--- config.mk ---
export PLATFORM = sky130hd
export DESIGN_NAME = ordered_queue_cancel_demote_flat
export DESIGN_NICKNAME = d
export VERILOG_FILES = /design/src/hdl/ocd_pkg.sv /design/src/hdl/ocd_if.sv /design/src/hdl/ocd_dp.sv /design/src/hdl/ocd_ctrl.sv /design/src/hdl/ordered_queue_cancel_demote.sv /design/src/flat_wrapper.sv
export SDC_FILE = /design/constraint.sdc
export NUM_CORES = 1
export LEC_CHECK = 0
export ABC_AREA = 1
export ABC_CLOCK_PERIOD_IN_PS = 6700
export BUFFER_PORTS_ARGS = -buffer_cell sky130_fd_sc_hd__buf_2
export CAP_MARGIN = 20
export CORE_ASPECT_RATIO = 2
export CORE_MARGIN = 2
export CORE_UTILIZATION = 40
export CTS_BUF_LIST = sky130_fd_sc_hd__clkbuf_16
export DETAILED_ROUTE_END_ITERATION = 8
export SLEW_MARGIN = 20
export SYNTH_ARGS = -nofsm -noshare
export SYNTH_HDL_FRONTEND = slang
export SYNTH_SLANG_ARGS = --single-unit
--- constraint.sdc ---
create_clock -name clk -period 6.7 [get_ports clk]
set_input_delay 0.67 -clock clk [delete_from_list [all_inputs] [get_ports clk]]
set_output_delay 0.67 -clock clk [all_outputs]
set_load 0.01 [all_outputs]
--- src/hdl/ocd_pkg.sv ---
// ----------------------------------------------------------------------------
// ocd_pkg
// Shared widths, operation and status codes, and controller/datapath types
// for the ordered queue with cancel and demote.
// ----------------------------------------------------------------------------
package ocd_pkg;

  localparam int QUEUE_DEPTH = 16;
  localparam int TICKET_BITS = 16;

  localparam int IDX_W = (QUEUE_DEPTH > 1) ? $clog2(QUEUE_DEPTH) : 1;
  localparam int CNT_W = $clog2(QUEUE_DEPTH + 1);
  localparam int CMP_W = (TICKET_BITS > 16) ? TICKET_BITS : 16;

  localparam int KIND_W   = 3;
  localparam int WEIGHT_W = 8;
  localparam int TID_W    = 16;
  localparam int STATUS_W = 2;
  localparam int TEAMS_W  = 4;
  localparam int PEOPLE_W = 12;

  localparam logic [KIND_W-1:0] KIND_ENQ    = 3'd0;
  localparam logic [KIND_W-1:0] KIND_QUERY  = 3'd1;
  localparam logic [KIND_W-1:0] KIND_CANCEL = 3'd2;
  localparam logic [KIND_W-1:0] KIND_DEMOTE = 3'd3;
  localparam logic [KIND_W-1:0] KIND_SERVE  = 3'd4;

  localparam logic [STATUS_W-1:0] ST_OK       = 2'd0;
  localparam logic [STATUS_W-1:0] ST_NOTFOUND = 2'd1;
  localparam logic [STATUS_W-1:0] ST_FULL     = 2'd2;
  localparam logic [STATUS_W-1:0] ST_EMPTY    = 2'd3;

  typedef struct packed {
    logic [TICKET_BITS-1:0] ticket;
    logic [WEIGHT_W-1:0]    weight;
  } entry_t;

  typedef enum logic [2:0] {
    S_IDLE,
    S_DECODE,
    S_SCAN,
    S_SHIFT,
    S_SWAP_RD,
    S_SWAP_WR0,
    S_SWAP_WR1,
    S_FINISH
  } state_t;

  typedef struct packed {
    logic                latch;
    logic                res_init;
    logic [STATUS_W-1:0] res_code;
    logic                enq;
    logic                scan_start;
    logic                scan;
    logic                found;
    logic                shift;
    logic                pop;
    logic                swap_wr0;
    logic                swap_wr1;
    logic                load_out;
  } cmd_t;

  typedef struct packed {
    logic [KIND_W-1:0] kind;
    logic              full;
    logic              lim_zero;
    logic              match;
    logic              scan_end;
    logic              shift_idle;
    logic              out_free;
  } stat_t;

endpackage

--- src/hdl/ocd_if.sv ---
// ----------------------------------------------------------------------------
// ocd request and response channels
// Valid/ready channels carrying one operation request and one result.
// ----------------------------------------------------------------------------
interface ocd_req_if import ocd_pkg::*; ();
  logic                valid;
  logic                ready;
  logic [KIND_W-1:0]   kind;
  logic [WEIGHT_W-1:0] party_size;
  logic [TID_W-1:0]    ticket_id;

  modport source (output valid, kind, party_size, ticket_id, input ready);
  modport sink   (input valid, kind, party_size, ticket_id, output ready);
endinterface

interface ocd_rsp_if import ocd_pkg::*; ();
  logic                valid;
  logic                ready;
  logic [STATUS_W-1:0] status;
  logic [TID_W-1:0]    ticket_out;
  logic [WEIGHT_W-1:0] weight_out;
  logic [TEAMS_W-1:0]  teams_ahead;
  logic [PEOPLE_W-1:0] people_ahead;

  modport source (output valid, status, ticket_out, weight_out, teams_ahead,
                  people_ahead, input ready);
  modport sink   (input valid, status, ticket_out, weight_out, teams_ahead,
                  people_ahead, output ready);
endinterface

--- src/hdl/ocd_dp.sv ---
// ----------------------------------------------------------------------------
// ocd_dp
// Slot memory, occupancy and ticket counters, scan/shift pipeline and the
// result and output registers.
// ----------------------------------------------------------------------------
module ocd_dp import ocd_pkg::*; (
  input  logic              clk,
  input  logic              rst,
  input  cmd_t              cmd,
  output stat_t             st,
  input  logic [KIND_W-1:0]   req_kind,
  input  logic [WEIGHT_W-1:0] req_party_size,
  input  logic [TID_W-1:0]    req_ticket_id,
  ocd_rsp_if.source         rsp
);

  entry_t mem [QUEUE_DEPTH];
  entry_t rdata;
  entry_t hold;
  entry_t wdata;
  logic             we;
  logic [IDX_W-1:0] waddr;
  logic [IDX_W-1:0] raddr;

  logic [KIND_W-1:0]      kind;
  logic [WEIGHT_W-1:0]    party;
  logic [TID_W-1:0]       tid;
  logic [CNT_W-1:0]       occ;
  logic [TICKET_BITS-1:0] last_ticket;
  logic [TICKET_BITS-1:0] new_ticket;

  logic [CNT_W-1:0]    idx;
  logic [IDX_W-1:0]    rd_idx;
  logic                rd_vld;
  logic [IDX_W-1:0]    pos;
  logic [PEOPLE_W-1:0] sum;
  logic [PEOPLE_W:0]   sum_add;
  logic [CNT_W-1:0]    lim;
  logic                hit;

  logic [STATUS_W-1:0] res_status;
  logic [TID_W-1:0]    res_tout;
  logic [WEIGHT_W-1:0] res_wout;
  logic [TEAMS_W-1:0]  res_teams;
  logic [PEOPLE_W-1:0] res_people;

  assign new_ticket = last_ticket + TICKET_BITS'(1);
  assign raddr      = idx[IDX_W-1:0];
  assign sum_add    = {1'b0, sum} + (PEOPLE_W+1)'(rdata.weight);

  always_comb begin
    if (kind == KIND_DEMOTE) begin
      lim = (occ == '0) ? '0 : occ - CNT_W'(1);
    end else begin
      lim = occ;
    end
  end

  // serve takes the head whatever its ticket
  assign hit = (kind == KIND_SERVE) ||
               (CMP_W'(rdata.ticket) == CMP_W'(tid));

  assign st.kind       = kind;
  assign st.full       = (occ == CNT_W'(QUEUE_DEPTH));
  assign st.lim_zero   = (lim == '0);
  assign st.match      = rd_vld && hit;
  assign st.scan_end   = rd_vld && !hit && ((CNT_W'(rd_idx) + CNT_W'(1)) == lim);
  assign st.shift_idle = !rd_vld && (idx >= occ);
  assign st.out_free   = !rsp.valid || rsp.ready;

  // write port select
  always_comb begin
    we    = 1'b0;
    waddr = rd_idx;
    wdata = rdata;
    if (cmd.enq) begin
      we    = 1'b1;
      waddr = occ[IDX_W-1:0];
      wdata = '{ticket: new_ticket, weight: party};
    end else if (cmd.shift) begin
      we    = rd_vld;
      waddr = rd_idx - IDX_W'(1);
      wdata = rdata;
    end else if (cmd.swap_wr0) begin
      we    = 1'b1;
      waddr = pos;
      wdata = rdata;
    end else if (cmd.swap_wr1) begin
      we    = 1'b1;
      waddr = idx[IDX_W-1:0];
      wdata = hold;
    end
  end

  always_ff @(posedge clk) begin
    if (we) begin
      mem[waddr] <= wdata;
    end
    rdata <= mem[raddr];
  end

  // control counters
  always_ff @(posedge clk) begin
    if (rst) begin
      occ         <= '0;
      last_ticket <= '0;
      rsp.valid   <= 1'b0;
    end else begin
      if (cmd.enq) begin
        occ         <= occ + CNT_W'(1);
        last_ticket <= new_ticket;
      end else if (cmd.pop) begin
        occ <= occ - CNT_W'(1);
      end
      if (cmd.load_out) begin
        rsp.valid <= 1'b1;
      end else if (rsp.ready) begin
        rsp.valid <= 1'b0;
      end
    end
  end

  // request latch, scan pipeline and result fields
  always_ff @(posedge clk) begin
    if (cmd.latch) begin
      kind  <= req_kind;
      party <= req_party_size;
      tid   <= req_ticket_id;
    end

    if (cmd.res_init) begin
      res_status <= cmd.res_code;
      res_tout   <= cmd.enq ? TID_W'(new_ticket) : '0;
      res_wout   <= '0;
      res_teams  <= '0;
      res_people <= '0;
    end

    if (cmd.scan_start) begin
      idx    <= '0;
      rd_vld <= 1'b0;
      sum    <= '0;
    end else if (cmd.found) begin
      idx    <= CNT_W'(rd_idx) + CNT_W'(1);
      rd_vld <= 1'b0;
      pos    <= rd_idx;
      hold   <= rdata;
      res_status <= ST_OK;
      if (kind == KIND_QUERY) begin
        res_teams  <= (32'(rd_idx) > 32'd15) ? '1 : TEAMS_W'(rd_idx);
        res_people <= sum;
      end
      if (kind == KIND_SERVE) begin
        res_tout <= TID_W'(rdata.ticket);
        res_wout <= rdata.weight;
      end
    end else if (cmd.scan || cmd.shift) begin
      if (idx < (cmd.scan ? lim : occ)) begin
        idx <= idx + CNT_W'(1);
      end
      rd_vld <= (idx < (cmd.scan ? lim : occ));
      rd_idx <= idx[IDX_W-1:0];
      if (cmd.scan && rd_vld) begin
        sum <= sum_add[PEOPLE_W] ? '1 : sum_add[PEOPLE_W-1:0];
      end
    end

    if (cmd.load_out) begin
      rsp.status       <= res_status;
      rsp.ticket_out   <= res_tout;
      rsp.weight_out   <= res_wout;
      rsp.teams_ahead  <= res_teams;
      rsp.people_ahead <= res_people;
    end
  end

endmodule

--- src/hdl/ocd_ctrl.sv ---
// ----------------------------------------------------------------------------
// ocd_ctrl
// Operation sequencer: decode, scan for the ticket, then shift or swap the
// slots and hand the result to the output register.
// ----------------------------------------------------------------------------
module ocd_ctrl import ocd_pkg::*; (
  input  logic  clk,
  input  logic  rst,
  input  logic  req_valid,
  output logic  req_ready,
  input  stat_t st,
  output cmd_t  cmd
);

  state_t state;
  state_t state_next;
  logic   scan_kind;

  assign scan_kind = (st.kind == KIND_QUERY) || (st.kind == KIND_CANCEL) ||
                     (st.kind == KIND_DEMOTE) || (st.kind == KIND_SERVE);

  always_ff @(posedge clk) begin
    if (rst) begin
      state <= S_IDLE;
    end else begin
      state <= state_next;
    end
  end

  always_comb begin
    state_next = state;
    unique case (state)
      S_IDLE: begin
        if (req_valid) state_next = S_DECODE;
      end
      S_DECODE: begin
        if (scan_kind && !st.lim_zero) state_next = S_SCAN;
        else state_next = S_FINISH;
      end
      S_SCAN: begin
        if (st.match) begin
          unique case (st.kind)
            KIND_QUERY:  state_next = S_FINISH;
            KIND_DEMOTE: state_next = S_SWAP_RD;
            default:     state_next = S_SHIFT;
          endcase
        end else if (st.scan_end) begin
          state_next = S_FINISH;
        end
      end
      S_SHIFT: begin
        if (st.shift_idle) state_next = S_FINISH;
      end
      S_SWAP_RD:  state_next = S_SWAP_WR0;
      S_SWAP_WR0: state_next = S_SWAP_WR1;
      S_SWAP_WR1: state_next = S_FINISH;
      S_FINISH: begin
        if (st.out_free) state_next = S_IDLE;
      end
      default: state_next = S_IDLE;
    endcase
  end

  always_comb begin
    cmd       = '0;
    req_ready = 1'b0;
    unique case (state)
      S_IDLE: begin
        req_ready = 1'b1;
        cmd.latch = req_valid;
      end
      S_DECODE: begin
        cmd.res_init = 1'b1;
        unique case (st.kind)
          KIND_ENQ: begin
            cmd.res_code = st.full ? ST_FULL : ST_OK;
            cmd.enq      = !st.full;
          end
          KIND_SERVE: begin
            cmd.res_code   = st.lim_zero ? ST_EMPTY : ST_NOTFOUND;
            cmd.scan_start = !st.lim_zero;
          end
          KIND_QUERY, KIND_CANCEL, KIND_DEMOTE: begin
            cmd.res_code   = ST_NOTFOUND;
            cmd.scan_start = !st.lim_zero;
          end
          default: cmd.res_code = ST_NOTFOUND;
        endcase
      end
      S_SCAN: begin
        cmd.scan  = !st.match;
        cmd.found = st.match;
      end
      S_SHIFT: begin
        cmd.pop   = st.shift_idle;
        cmd.shift = !st.shift_idle;
      end
      S_SWAP_WR0: cmd.swap_wr0 = 1'b1;
      S_SWAP_WR1: cmd.swap_wr1 = 1'b1;
      S_FINISH:   cmd.load_out = st.out_free;
      default: ;
    endcase
  end

endmodule

--- src/hdl/ordered_queue_cancel_demote.sv ---
// ----------------------------------------------------------------------------
// ordered_queue_cancel_demote
// Ordered waiting queue of ticket/weight entries with enqueue, query, cancel,
// demote and serve.
// ----------------------------------------------------------------------------
// One request is handled at a time. Enqueue, and any request rejected up
// front (full, empty, unknown kind), skips the scan. Query, cancel, demote
// and serve walk the slot memory through its single read port, one entry
// per cycle; cancel and serve then move the entries behind the removed one
// up one slot per cycle, and demote swaps the found entry with the one
// behind it. The result sits in an output register, so a new request is
// taken while the previous result still waits.
module ordered_queue_cancel_demote import ocd_pkg::*; (
  input  logic      clk,
  input  logic      rst,
  ocd_req_if.sink   req,
  ocd_rsp_if.source rsp
);

  cmd_t  cmd;
  stat_t st;
  logic  ready;

  assign req.ready = ready;

  ocd_ctrl u_ctrl (
    .clk       (clk),
    .rst       (rst),
    .req_valid (req.valid),
    .req_ready (ready),
    .st        (st),
    .cmd       (cmd)
  );

  ocd_dp u_dp (
    .clk            (clk),
    .rst            (rst),
    .cmd            (cmd),
    .st             (st),
    .req_kind       (req.kind),
    .req_party_size (req.party_size),
    .req_ticket_id  (req.ticket_id),
    .rsp            (rsp)
  );

endmodule
--- src/flat_wrapper.sv ---
// flat-port wrapper written by rule: the top's interface ports become plain ports
module ordered_queue_cancel_demote_flat import ocd_pkg::*;
  (clk, rst, req_valid, req_kind, req_party_size, req_ticket_id, req_ready, rsp_valid, rsp_status, rsp_ticket_out, rsp_weight_out, rsp_teams_ahead, rsp_people_ahead, rsp_ready);
  ocd_req_if req_i ();
  ocd_rsp_if rsp_i ();
  input  logic clk;
  input  logic rst;
  input wire logic [$bits(req_i.valid)-1:0] req_valid;
  input wire logic [$bits(req_i.kind)-1:0] req_kind;
  input wire logic [$bits(req_i.party_size)-1:0] req_party_size;
  input wire logic [$bits(req_i.ticket_id)-1:0] req_ticket_id;
  output wire logic [$bits(req_i.ready)-1:0] req_ready;
  output wire logic [$bits(rsp_i.valid)-1:0] rsp_valid;
  output wire logic [$bits(rsp_i.status)-1:0] rsp_status;
  output wire logic [$bits(rsp_i.ticket_out)-1:0] rsp_ticket_out;
  output wire logic [$bits(rsp_i.weight_out)-1:0] rsp_weight_out;
  output wire logic [$bits(rsp_i.teams_ahead)-1:0] rsp_teams_ahead;
  output wire logic [$bits(rsp_i.people_ahead)-1:0] rsp_people_ahead;
  input wire logic [$bits(rsp_i.ready)-1:0] rsp_ready;
  assign req_i.valid = req_valid;
  assign req_i.kind = req_kind;
  assign req_i.party_size = req_party_size;
  assign req_i.ticket_id = req_ticket_id;
  assign req_ready = req_i.ready;
  assign rsp_valid = rsp_i.valid;
  assign rsp_status = rsp_i.status;
  assign rsp_ticket_out = rsp_i.ticket_out;
  assign rsp_weight_out = rsp_i.weight_out;
  assign rsp_teams_ahead = rsp_i.teams_ahead;
  assign rsp_people_ahead = rsp_i.people_ahead;
  assign rsp_i.ready = rsp_ready;
  ordered_queue_cancel_demote u_core (.clk(clk), .rst(rst), .req(req_i), .rsp(rsp_i));
endmodule
==> results.sh <==
export IMPL_p_leak_nw=9.58
export IMPL_r2r_slack_ns=2.58
export IMPL_switching_share=0.382
export IMPL_synth_most_common_cell="edfxtp_1"
export IMPL_p_int_mw=7.51
export IMPL_comb_power_share=0.331
export IMPL_final_setup_skew_ns=0.0271
export IMPL_cts_setup_buffers=0
export IMPL_fin_crit_sh=0.615
export IMPL_crit_path_max_fanout=43
export IMPL_fin_setup_tns_ns=0
export IMPL_diodes=0
export IMPL_finalPower_mw=12.1
export IMPL_tightestPinTransition_ns=1.07
export IMPL_hold_path_depth=1
export IMPL_cts_resized=0
export IMPL_synth_cells=2098
export IMPL_grt_start_max_net_pins=84
export IMPL_worstSetupStartpoint="u_core.u_dp.idx[2]"
export IMPL_fmax_ghz=0.243
export IMPL_cts_tree="yes"
export IMPL_synth_area_um2=24000
export IMPL_ant_nets=0
export IMPL_fillers=5519
export IMPL_drt_iter0_drc=1536
export IMPL_wl_per_cell_um=20.9
export IMPL_ff2ff_path_depth=11
export IMPL_cts_root_buffer="clkbuf_16"
export IMPL_status="completed"
export IMPL_ios=75
export IMPL_yosysUniqueCellTypes=42
export IMPL_rsz0062_at_grt="no"
export IMPL_h_tree_depth=2
export IMPL_worst_r2r_endpoint="u_core.u_dp.mem[5][15]"
export IMPL_clk_insertion_delay_late_ns=0.60
export IMPL_grt_antenna_before_repair=1
export IMPL_clk_pin_slew_ns=0.07
export IMPL_clock_path_buffers=3
export IMPL_layout_drive_gt1_share=0.106
export IMPL_wirelength_um=62000
export IMPL_viasPerCell=5.35
export IMPL_vdd_ir_drop_max_mv=0.262
export IMPL_netSwitchingPower_mw=4.64
export IMPL_die_h_um=350
export IMPL_relSlewSlack=0.282
export IMPL_hold_buffers=0
export IMPL_gp_congestion=0.863
export IMPL_p_per_area_nw_per_um2=451
export IMPL_die_w_um=177
export IMPL_max_cap_violations=0
export IMPL_clock_power_share=0.244
export IMPL_port_buffers=74
export IMPL_hp_class="input pin to flop"
export IMPL_synthArstFlopShare=0
export IMPL_slew_violations=0
export IMPL_synth_edf_count=485
export IMPL_synth_nets=2153
export IMPL_synth_top_cell_area_share=0.608
export IMPL_timing_hold_ws_ns=0.255
export IMPL_drc=0
export IMPL_grt_pass1_vias=15100
export IMPL_yosys_top_cells_count="edfxtp_1 (485), nor2_1 (321), nand2_1 (319)"
export IMPL_cp_required_ns=6.91
export IMPL_cts_made_buffers=53
export IMPL_synth_seq_cells=594
export IMPL_synth_area_leader_cell="edfxtp_1"
export IMPL_period_needed_ns=4.12
export IMPL_setup_violations=0
export IMPL_dieArea_um2=62000
export IMPL_grt_pass1_wl_um=93200
export IMPL_hold_viol=0
export IMPL_nNetsFinal=2210
export IMPL_ys_warn_count=0
export IMPL_synth_ff_type="edfxtp_1"
export IMPL_setup_worst_path_class="flop to flop"
export IMPL_startpoint_type="flop"
export IMPL_grt_usage=0.199
export IMPL_power_frac_seq=0.425
export IMPL_synth_seq_area_share=0.699
export IMPL_worstReg2RegStart="u_core.u_dp.idx[2]"
export IMPL_initial_core_util=0.402
export IMPL_synth_avg_cell_area_um2=11.4
export IMPL_numClockSinks=594
export IMPL_row_count=127
export IMPL_vias=15900
export IMPL_dp_hpwl_um=39800
export IMPL_cp_endpoint="u_core.u_dp.mem[5][15]"
export IMPL_coreArea_um2=59600
export IMPL_area_growth_synth_to_final_pct=12.5
export IMPL_endpoint_kind="flop"
export IMPL_cp_arrival_ns=4.33
export IMPL_synthTopCellsByArea="edfxtp_1 (61%), dfxtp_1 (9.1%), o21ai_0 (5.4%)"
export IMPL_first_pass_iters=6
export IMPL_globalRouteOverflowTotal=0
## placed cells by master, fill, tap and decap left out, types with 19 or more instances in the layout
master and count:
o21ai_0 258, nand2_1 319, o22ai_1 62, buf_4 32, clkbuf_16 54, nor2_1 303, nand3_1 75, buf_2 74
ha_1 23, dfxtp_1 106, xor2_1 19, a21oi_1 83, inv_1 108, o221ai_1 40, a31oi_1 23, edfxtp_1 485
## worst max-delay path: stages (launching register included)
cell,delay [ns]
dfxtp_2,0.94
ha_1,0.41
a21oi_1,0.15
o21a_1,0.11
o311ai_0,0.16
nand2_1,0.10
nand2_1,0.12
inv_1,0.19
nand2_1,0.08
a21oi_1,0.31
nand3_1,0.39
nor2_4,0.77
## kinds of logic (layout without fill, tap and decap cells)
logic type,after synthesis,count (layout),share of synthesized area
compound gates,497,497,0.118
fa+ha+maj,24,24,0.0128
buf+inv,211,312,0.0352
xor+xnor,25,25,0.00914
simple gates,747,747,0.127
flops,594,594,0.699
## power by group through the flow
| stage | logic [mW] | clock network (mW) | registers, mW |
|---|---|---|---|
| final | 4.02 | 2.96 | 5.17 |
| after global routing | 4.44 | 3.15 | 5.20 |
| after CTS | 4.03 | 3.02 | 5.17 |
| after detailed placement | 4.01 | 0 | 5.25 |
| after global placement | 3.97 | 0 | 5.25 |
| after floorplan | 2.51 | 0 | 5.05 |
## layer usage
metal  track usage  vias to the layer above  wire length, um
met5             0                        -                0
met1         0.276                     7772            27200
met2         0.331                      477            30100
met4        0.0563                        0             1560
met3        0.0224                       78             3250
li1              -                     7586                -
## state kept, by name, indices dropped and copies added (netlist names), 4 cells and up
name / cells
u_core.u_dp.mem: 384
u_core.u_dp.hold: 24
u_core.u_dp.rdata: 24
u_core.u_dp.last_ticket: 16
u_core.u_dp.res_tout: 16
u_core.u_dp.rsp.ticket_out: 16
u_core.u_dp.tid: 16
u_core.u_dp.res_people: 12
u_core.u_dp.rsp.people_ahead: 12
u_core.u_dp.sum: 12
u_core.u_dp.party: 8
u_core.u_dp.res_wout: 8
u_core.u_dp.rsp.weight_out: 8
u_core.u_dp.idx: 5
u_core.u_dp.occ: 5
u_core.u_dp.pos: 4
u_core.u_dp.rd_idx: 4
u_core.u_dp.res_teams: 4
u_core.u_dp.rsp.teams_ahead: 4
## per-stage QoR
step,instances,util,setup WS (ns),instance area (um^2)
floorplan,2098,-,2.61,24000
global placement,2873,0.424,2.62,25300
detailed placement,2874,0.424,2.54,25300
CTS,2973,0.452,2.52,27000
global route,2973,0.452,2.29,27000
finish,2973,0.452,2.58,27000
## worst min path at each step
| stage | from | end | slack (ns) |
|---|---|---|---|
| 6_report | req_ticket_id[11] | u_core.u_dp.tid[11] | 0.25 |
| 5_1_grt | req_party_size[2] | u_core.u_dp.party[2] | 0.24 |
| 4_1_cts | req_ticket_id[11] | u_core.u_dp.tid[11] | 0.22 |
| 3_5_place_dp | u_core.u_dp.res_tout[10] | u_core.u_dp.rsp.ticket_out[10] | 0.42 |
| 3_3_place_gp | u_core.u_dp.res_tout[2] | u_core.u_dp.rsp.ticket_out[2] | 0.41 |
| 2_1_floorplan | u_core.u_dp.res_tout[0] | u_core.u_dp.rsp.ticket_out[0] | 0.41 |
## final cells by class
class	instances	area [um^2]	share of cell area
clock inverter	45	330	0.0123
timing repair buffer	107	622	0.0231
multi-input combinational	1293	6530	0.242
sequential	594	16800	0.621
inverter	106	405	0.0150
tap	774	968	0.0359
clock buffer	54	1350	0.0501
No activity file was read; power rests on OpenSTA's default activity.
